### config.mk
export PLATFORM = sky130hd
export DESIGN_NAME = md5_stream_hasher
export DESIGN_NICKNAME = d
export VERILOG_FILES = /design/src/design/md5_pkg.sv /design/src/design/md5_ram.sv /design/src/design/md5_round.sv /design/src/design/md5_stream_hasher.sv
export SDC_FILE = /design/constraint.sdc
export NUM_CORES = 2
export LEC_CHECK = 0
export BUFFER_PORTS_ARGS = -buffer_cell sky130_fd_sc_hd__buf_4
export CAP_MARGIN = 10
export CORE_MARGIN = 4
export CORE_UTILIZATION = 60
export CTS_BUF_LIST = sky130_fd_sc_hd__clkbuf_16
export DETAILED_ROUTE_END_ITERATION = 16
export PLACE_DENSITY_LB_ADDON = 0.05
export SLEW_MARGIN = 20
export SYNTH_ARGS = -nofsm -noshare
export SYNTH_HDL_FRONTEND = slang
export SYNTH_SLANG_ARGS = --single-unit
### constraint.sdc
create_clock -name clk -period 14.9 [get_ports clk]
set_clock_uncertainty 0.15 [all_clocks]
set_input_delay 0.745 -clock clk [delete_from_list [all_inputs] [get_ports clk]]
set_output_delay 0.745 -clock clk [all_outputs]
set_load 0.02 [all_outputs]
### src/design/md5_pkg.sv
// MD5 package: round constants, rotate amounts, initial chaining values.
// No dependencies.
package md5_pkg;

  localparam logic [31:0] INIT_A = 32'h67452301;
  localparam logic [31:0] INIT_B = 32'hefcdab89;
  localparam logic [31:0] INIT_C = 32'h98badcfe;
  localparam logic [31:0] INIT_D = 32'h10325476;

  localparam logic [7:0] PAD_BYTE = 8'h80;

  function automatic logic [31:0] round_const(input logic [5:0] r);
    logic [31:0] k [64];
    k = '{
      32'hd76aa478, 32'he8c7b756, 32'h242070db, 32'hc1bdceee,
      32'hf57c0faf, 32'h4787c62a, 32'ha8304613, 32'hfd469501,
      32'h698098d8, 32'h8b44f7af, 32'hffff5bb1, 32'h895cd7be,
      32'h6b901122, 32'hfd987193, 32'ha679438e, 32'h49b40821,
      32'hf61e2562, 32'hc040b340, 32'h265e5a51, 32'he9b6c7aa,
      32'hd62f105d, 32'h02441453, 32'hd8a1e681, 32'he7d3fbc8,
      32'h21e1cde6, 32'hc33707d6, 32'hf4d50d87, 32'h455a14ed,
      32'ha9e3e905, 32'hfcefa3f8, 32'h676f02d9, 32'h8d2a4c8a,
      32'hfffa3942, 32'h8771f681, 32'h6d9d6122, 32'hfde5380c,
      32'ha4beea44, 32'h4bdecfa9, 32'hf6bb4b60, 32'hbebfbc70,
      32'h289b7ec6, 32'heaa127fa, 32'hd4ef3085, 32'h04881d05,
      32'hd9d4d039, 32'he6db99e5, 32'h1fa27cf8, 32'hc4ac5665,
      32'hf4292244, 32'h432aff97, 32'hab9423a7, 32'hfc93a039,
      32'h655b59c3, 32'h8f0ccc92, 32'hffeff47d, 32'h85845dd1,
      32'h6fa87e4f, 32'hfe2ce6e0, 32'ha3014314, 32'h4e0811a1,
      32'hf7537e82, 32'hbd3af235, 32'h2ad7d2bb, 32'heb86d391};
    return k[r];
  endfunction

  function automatic logic [4:0] rot_amount(input logic [3:0] i);
    logic [4:0] s [16];
    s = '{5'd7, 5'd12, 5'd17, 5'd22, 5'd5, 5'd9, 5'd14, 5'd20,
          5'd4, 5'd11, 5'd16, 5'd23, 5'd6, 5'd10, 5'd15, 5'd21};
    return s[i];
  endfunction

  // message word index for round r
  function automatic logic [3:0] msg_index(input logic [5:0] r);
    logic [3:0] lo;
    lo = r[3:0];
    case (r[5:4])
      2'd0: return lo;
      2'd1: return 4'((lo * 4'd5) + 4'd1);
      2'd2: return 4'((lo * 4'd3) + 4'd5);
      default: return 4'(lo * 4'd7);
    endcase
  endfunction

endpackage

### src/design/md5_ram.sv
// Generic single-port write, one-port registered-read RAM.
// No dependencies.
module md5_ram #(
  parameter int WIDTH = 32,
  parameter int DEPTH = 16
) (
  input  logic                     clk,
  input  logic                     we,
  input  logic [$clog2(DEPTH)-1:0] waddr,
  input  logic [WIDTH-1:0]         wdata,
  input  logic [$clog2(DEPTH)-1:0] raddr,
  output logic [WIDTH-1:0]         rdata
);
  logic [WIDTH-1:0] mem [DEPTH];

  always_ff @(posedge clk) begin
    if (we) begin
      mem[waddr] <= wdata;
    end
    rdata <= mem[raddr];
  end
endmodule

### src/design/md5_round.sv
// One MD5 round step: shared unit applied 64 times per block.
// Depends on md5_pkg.
module md5_round import md5_pkg::*; (
  input  logic [5:0]  r,
  input  logic [31:0] a,
  input  logic [31:0] b,
  input  logic [31:0] c,
  input  logic [31:0] d,
  input  logic [31:0] m,
  output logic [31:0] b_new
);
  logic [31:0] f;
  logic [31:0] sum;
  logic [4:0]  s;
  logic [63:0] dbl;

  always_comb begin
    case (r[5:4])
      2'd0: f = (b & c) | (~b & d);
      2'd1: f = (d & b) | (~d & c);
      2'd2: f = b ^ c ^ d;
      default: f = c ^ (b | ~d);
    endcase
    sum = a + f + round_const(r) + m;
    s = rot_amount({r[5:4], r[1:0]});
    dbl = {sum, sum} << s;
    b_new = b + dbl[63:32];
  end
endmodule

### src/design/md5_stream_hasher.sv
// Streaming MD5 top level: byte packer, word buffer, round sequencer.
// Depends on md5_pkg, md5_ram, md5_round.
//
// Each input word carries up to four message bytes (first byte in bits 7:0)
// and a last flag. Bytes are packed into 32-bit message words held in a
// 16-entry RAM. A full 64-byte block runs 64 rounds, one per cycle, through
// one shared round unit, plus a step to prime the RAM read and a step to fold
// the result into the chaining words. Bytes are taken one per cycle while no
// block is being compressed; once a non-final word's bytes are packed, the
// sequencer leaves the byte loop and returns to idle, where tready is high.
// A word that closes a block adds the compression (bytes straddling the block
// edge are finished after the block). A last word adds padding for one or two
// pad blocks, a compression per pad block, and four output words A, B, C, D.
// The block is not ready while a word is being worked on.
// After the digest the state reloads.
module md5_stream_hasher import md5_pkg::*; (
  input  logic        clk,
  input  logic        rst,
  input  logic        s_tvalid,
  output logic        s_tready,
  input  logic [39:0] s_tdata,  // [31:0] data_word, [34:32] byte_count, rest 0
  input  logic        s_tlast,  // end_of_message
  output logic        m_tvalid,
  input  logic        m_tready,
  output logic [39:0] m_tdata,  // [31:0] digest_word, [33:32] word_index, rest 0
  output logic        m_tlast   // last_word
);
  localparam logic [2:0] ST_IDLE  = 3'd0;
  localparam logic [2:0] ST_BYTES = 3'd1;
  localparam logic [2:0] ST_RUN   = 3'd2;
  localparam logic [2:0] ST_PAD   = 3'd3;
  localparam logic [2:0] ST_OUT   = 3'd4;

  logic [2:0]  state;
  logic [31:0] total;       // message byte count
  logic [31:0] hold_word;   // remaining input bytes, shifted down
  logic [2:0]  hold_cnt;
  logic        hold_last;
  logic [31:0] acc;         // partial message word being packed
  logic [31:0] h [4];
  logic [31:0] va, vb, vc, vd;
  logic [6:0]  rnd;         // 0: prime read, 1..64 rounds, 65 fold
  logic        pad_phase;   // 1 while filling a second pad block (no 0x80 byte)
  logic        pad_final;   // running block holds the length
  logic [3:0]  pad_idx;
  logic [1:0]  out_idx;

  // word RAM
  logic        we;
  logic [3:0]  waddr;
  logic [31:0] wdata;
  logic [3:0]  raddr;
  logic [31:0] rdata;

  md5_ram #(.WIDTH(32), .DEPTH(16)) u_buf (
    .clk, .we, .waddr, .wdata, .raddr, .rdata
  );

  logic [31:0] b_new;
  md5_round u_round (
    .r(6'(rnd - 7'd1)), .a(va), .b(vb), .c(vc), .d(vd), .m(rdata), .b_new
  );

  // next round's message index; the registered read is issued in the cycle before that round
  assign raddr = msg_index(rnd[5:0]);

  logic [1:0]  pos;
  logic [7:0]  cur_byte;
  logic [31:0] acc_new;
  assign pos      = total[1:0];
  assign cur_byte = hold_word[7:0];
  always_comb begin
    acc_new = acc;
    case (pos)
      2'd0: acc_new = {24'd0, cur_byte};
      2'd1: acc_new[15:8]  = cur_byte;
      2'd2: acc_new[23:16] = cur_byte;
      default: acc_new[31:24] = cur_byte;
    endcase
  end

  // padding word for index pad_idx when message ends with total bytes
  logic [31:0] pad_word;
  logic [31:0] bitlen_lo;
  logic [31:0] bitlen_hi;
  logic [31:0] pad_mask;
  assign bitlen_lo = {total[28:0], 3'd0};
  assign bitlen_hi = {29'd0, total[31:29]};
  always_comb begin
    case (pos)
      2'd0: pad_mask = 32'h0000_0000;
      2'd1: pad_mask = 32'h0000_00ff;
      2'd2: pad_mask = 32'h0000_ffff;
      default: pad_mask = 32'h00ff_ffff;
    endcase
    pad_word = 32'd0;
    if (!pad_phase && pad_idx == total[5:2]) begin
      pad_word = (acc & pad_mask) | ({24'd0, PAD_BYTE} << {pos, 3'd0});
    end
    if (pad_final && pad_idx == 4'd14) pad_word = bitlen_lo;
    if (pad_final && pad_idx == 4'd15) pad_word = bitlen_hi;
  end

  always_comb begin
    we = 1'b0;
    waddr = total[5:2];
    wdata = acc_new;
    if (state == ST_BYTES && hold_cnt != 3'd0 && pos == 2'd3) we = 1'b1;
    if (state == ST_PAD) begin
      we = 1'b1;
      waddr = pad_idx;
      wdata = pad_word;
    end
  end

  assign s_tready = (state == ST_IDLE);
  assign m_tvalid = (state == ST_OUT);
  assign m_tdata  = {6'd0, out_idx, h[out_idx]};
  assign m_tlast  = (out_idx == 2'd3);

  always_ff @(posedge clk) begin
    if (rst) begin
      state <= ST_IDLE;
      total <= 32'd0;
      h[0] <= INIT_A; h[1] <= INIT_B; h[2] <= INIT_C; h[3] <= INIT_D;
      hold_cnt <= 3'd0;
      hold_last <= 1'b0;
      rnd <= 7'd0;
      pad_phase <= 1'b0;
      pad_final <= 1'b0;
      pad_idx <= 4'd0;
      out_idx <= 2'd0;
    end else begin
      case (state)
        ST_IDLE: begin
          if (s_tvalid) begin
            hold_word <= s_tdata[31:0];
            hold_cnt  <= (s_tdata[34:32] > 3'd4) ? 3'd4 : s_tdata[34:32];
            hold_last <= s_tlast;
            state <= ST_BYTES;
          end
        end
        ST_BYTES: begin
          if (hold_cnt != 3'd0) begin
            acc <= acc_new;
            total <= total + 32'd1;
            hold_word <= {8'd0, hold_word[31:8]};
            hold_cnt <= hold_cnt - 3'd1;
            if (total[5:0] == 6'd63) begin
              rnd <= 7'd0;
              state <= ST_RUN;
            end
          end else if (hold_last) begin
            pad_phase <= 1'b0;
            pad_final <= (total[5:0] < 6'd56);
            pad_idx <= total[5:2];
            state <= ST_PAD;
          end else begin
            state <= ST_IDLE;
          end
        end
        ST_PAD: begin
          pad_idx <= pad_idx + 4'd1;
          if (pad_idx == 4'd15) begin
            rnd <= 7'd0;
            state <= ST_RUN;
          end
        end
        ST_RUN: begin
          rnd <= rnd + 7'd1;
          if (rnd == 7'd0) begin
            va <= h[0]; vb <= h[1]; vc <= h[2]; vd <= h[3];
          end else if (rnd <= 7'd64) begin
            va <= vd; vd <= vc; vc <= vb; vb <= b_new;
          end else begin
            h[0] <= h[0] + va; h[1] <= h[1] + vb;
            h[2] <= h[2] + vc; h[3] <= h[3] + vd;
            // a data block always ends on a block edge; a first pad block never does
            if (hold_last && hold_cnt == 3'd0 && !pad_final && total[5:0] != 6'd0) begin
              // second block: zeros then length
              pad_phase <= 1'b1;
              pad_final <= 1'b1;
              pad_idx <= 4'd0;
              state <= ST_PAD;
            end else if (pad_final) begin
              out_idx <= 2'd0;
              state <= ST_OUT;
            end else begin
              state <= ST_BYTES;
            end
          end
        end
        ST_OUT: begin
          if (m_tready) begin
            out_idx <= out_idx + 2'd1;
            if (out_idx == 2'd3) begin
              h[0] <= INIT_A; h[1] <= INIT_B; h[2] <= INIT_C; h[3] <= INIT_D;
              total <= 32'd0;
              hold_last <= 1'b0;
              pad_final <= 1'b0;
              state <= ST_IDLE;
            end
          end
        end
        default: state <= ST_IDLE;
      endcase
    end
  end
endmodule

==> results.json <==
{
  "cp-end-kind": "flip-flop",
  "p_per_area_nw_per_um2": 256,
  "buffer_ports.inserted": 76,
  "synth.cell_area_sq_um": 55400,
  "effective_utilization_at_floorplan_pct": 60.5,
  "grt_pass1_vias": 39876,
  "whs_path_depth": 3,
  "crit_fanout": 23,
  "first_pass_iters": 6,
  "die_y_um": 312,
  "post-route-worst-setup-slack_ns": 2.55,
  "ctsHtreeMaxLevel": 3,
  "critical_path.max_stage_delay_ns": 0.69,
  "clkTransAtPathRegs_ns": 0.06,
  "internal_power_mw": 8.26,
  "run_status": "finished clean",
  "r2r_cells": 40,
  "yosys.cell_types.count": 92,
  "final_antenna_net_count": 0,
  "die_width_um": 312,
  "final_nets": 5563,
  "synth_sequential_area_ratio_pct": 47.1,
  "synth_enable_flop_cells": 768,
  "postSynthCellCount": 5241,
  "core_ar_sq_um": 91700,
  "ios": 88,
  "area_growth_pct": 9.49,
  "timing.rr.start": "rnd[1]",
  "final_core_utilization_pct": 66.2,
  "grt_util_all_layers_pct": 33.5,
  "postCtsResizedCells": 0,
  "worstMarginPinSlew_ns": 1.08,
  "min-delay-path-class": "in -> reg",
  "regToRegEndpoint": "vb[30]",
  "cellLeakagePower_nw": 22.6,
  "final_layout_size_suffix_gt1_share_pct": 11.2,
  "clock_tree_from_tritoncts": "built",
  "clock_power_share_pct": 15.8,
  "grt_antenna_before_repair": 0,
  "yosys_register_bits": 920,
  "final.setup.tns_ns": 0,
  "logic_gate_share_of_total_power_pct": 63.8,
  "die_footprint_sq_um": 97300,
  "synth.yosys.warnings": 0,
  "globalRouteOverflowTotal": 0,
  "routed_vias": 42252,
  "switching_power_mw": 7.31,
  "dp_cells": 6312,
  "power.share.sequential_pct": 20.3,
  "drtIter0Drc": 4930,
  "final_worst_path_cycle_share_pct": 82.9,
  "reg2reg_slack_ns": 2.55,
  "post_cts_setup_buffer_count": 0,
  "slew_limit_headroom_pct": 26.9,
  "placement.setup.worst_slack_ns": 2.79,
  "std_cell_rows": 111,
  "crit_path_top_delay_cell": "sky130_fd_sc_hd__ha_2",
  "timing.hold.worst.start": "s_tdata[4]",
  "synth_flop_cell": "sky130_fd_sc_hd__edfxtp_1",
  "hold_end": "hold_word[4]",
  "synth_largest_area_cell": "sky130_fd_sc_hd__edfxtp_1",
  "fmax_mhz": 81.0,
  "unrepaired_setup_endpoints_after_global_routing": "false",
  "finalHoldViolations": 0,
  "clock_latency_ns": 0.70,
  "gp_congestion": 0.984,
  "hpwl_dp_mm": 114,
  "synthMostInstantiatedCell": "sky130_fd_sc_hd__nand2_1",
  "synth.cells.most_frequent": "sky130_fd_sc_hd__nand2_1, sky130_fd_sc_hd__edfxtp_1, sky130_fd_sc_hd__nor2_1",
  "grt_pass1_wl_mm": 249,
  "drc_errors": 0,
  "clock-root-buffer": "sky130_fd_sc_hd__clkbuf_16",
  "finalCriticalPeriod_ns": 12.35,
  "finish.cell_count_without_fillers": 6495,
  "crit_arrival_ns": 12.61,
  "timing.max_cap.violations": 0,
  "cts_hold_buffers": 0,
  "crit_path_class": "reg -> reg",
  "netlist.area_leader.share_pct": 41.6,
  "worstPathRequired_ns": 15.16,
  "critPathLaunchType": "flip-flop",
  "wl_per_cell_um": 25.6,
  "grt_max_degree": 100,
  "synth_top_area_cells": "sky130_fd_sc_hd__edfxtp_1, sky130_fd_sc_hd__mux4_2, sky130_fd_sc_hd__dfxtp_1, sky130_fd_sc_hd__nand2_1, sky130_fd_sc_hd__ha_1",
  "final-setup-viol-count": 0,
  "clockBufferDepth": 3,
  "finalWirelength_mm": 166,
  "async_flop_share_pct": 0,
  "timing_max_transition_violations_final": 0,
  "numCtsBuffers": 97,
  "final_design_area_no_fill_sq_um": 60700,
  "clock_sinks": 920,
  "switching_fraction_of_total_power_pct": 46.9,
  "postSynthAreaPerCell_sq_um": 10.6,
  "via_per_inst": 6.51,
  "detailed_place.area_sq_um": 57500,
  "worst_supply_voltage_drop_on_vdd_mv": 0.245
}
## power groups by stage
stage | clock (mW) | combinational (mW) | sequential, mW
final | 2.47 | 9.94 | 3.17
after global routing | 2.60 | 10.8 | 3.17
after CTS | 2.49 | 9.79 | 3.16
after detailed placement | 0 | 9.72 | 3.22
after global placement | 0 | 9.64 | 3.21
after floorplan | 0 | 7.15 | 3.18
## metrics by stage
stage                     power, mW  hold WS, ns
after floorplan                10.3        0.308
after global placement         12.9        0.316
after detailed placement       12.9        0.329
after CTS                      15.4        0.119
after global routing           16.6        0.148
final                          15.6        0.160
## cell type report
cell class / count / area [sq um]
Clock inverter: 84 / 800
Tap cell: 1186 / 1480
Antenna cell: 1 / 2.50
Multi-Input combinational cell: 3808 / 27700
Clock buffer: 98 / 2450
Sequential cell: 920 / 26100
Timing Repair Buffer: 180 / 1390
Fill cell: 7086 / 31000
Inverter: 218 / 818
## routing by layer
metal,part of all wire [%],up-vias,track usage [%],routed length (um)
met3,8.1,337,5.03,13500
met1,40,20578,44.7,66200
met5,0,-,0,0
li1,-,19396,-,-
met4,4.1,0,12.4,6820
met2,48,1941,56.3,79700
## critical path: cells and delay by family (launching register included)
family	cells	cell delay [ns]
compound gates	18	4.72
fa+ha+maj	8	3.14
simple gates	7	1.71
buf+inv	6	1.44
mux	1	0.55
flops	1	0.30
## state kept, by name, indices dropped and copies added, names as in the netlist, 2 cells and up, named ones only
register     count
u_buf.mem      512
h              128
acc             32
hold_word       32
total           32
u_buf.rdata     32
va              32
vb              32
vc              32
vd              32
rnd              7
pad_idx          4
hold_cnt         3
state            3
out_idx          2
## cells by family (layout without fill, tap and decap cells)
family | Yosys count | in the layout | synth area share [%]
DFF | 920 | 920 | 47.1
xor gates and xnor gates | 243 | 243 | 3.87
muxes | 289 | 289 | 9.08
and+or+nand+nor | 1628 | 1628 | 12.9
AOI/OAI and AO/OA | 1349 | 1349 | 15.8
adders and majority gates | 293 | 293 | 7.56
buffers and inverters | 518 | 580 | 3.64
other | 1 | 7 | 0.00676
## worst max-delay path by stage
stage                   to  cells after the start  startpoint  slack (ns)
CTS                 vb[30]                     40      rnd[1]        2.77
global placement    vb[30]                     40      rnd[1]        2.98
floorplan           vb[31]                     41      rnd[0]        4.25
global route        vb[30]                     37      rnd[2]        1.91
finish              vb[30]                     40      rnd[1]        2.55
detailed placement  vb[30]                     40      rnd[1]        2.79
## cells in the final DEF (no fill, tap or decap), types with 40 or more instances in the layout
master                      instances
sky130_fd_sc_hd__a21oi_1          322
sky130_fd_sc_hd__nor2b_1           63
sky130_fd_sc_hd__mux4_2           168
sky130_fd_sc_hd__mux2i_1           96
sky130_fd_sc_hd__inv_1            233
sky130_fd_sc_hd__dfxtp_1          149
sky130_fd_sc_hd__xnor2_1          152
sky130_fd_sc_hd__nand3_1           90
sky130_fd_sc_hd__nor3_1            76
sky130_fd_sc_hd__nand2b_1          45
sky130_fd_sc_hd__and3_1            40
sky130_fd_sc_hd__xor2_1            85
sky130_fd_sc_hd__a31oi_1           79
sky130_fd_sc_hd__o22ai_1           47
sky130_fd_sc_hd__o21ai_0          267
sky130_fd_sc_hd__clkbuf_16         98
sky130_fd_sc_hd__o21a_1            80
sky130_fd_sc_hd__o211ai_1          54
sky130_fd_sc_hd__a211oi_1         132
sky130_fd_sc_hd__a21o_1            96
sky130_fd_sc_hd__nor2_1           350
sky130_fd_sc_hd__nand2_1          785
sky130_fd_sc_hd__ha_1             222
sky130_fd_sc_hd__edfxtp_1         768
sky130_fd_sc_hd__buf_4            177
sky130_fd_sc_hd__fa_1              70
No activity file was read; power rests on OpenSTA's default activity.
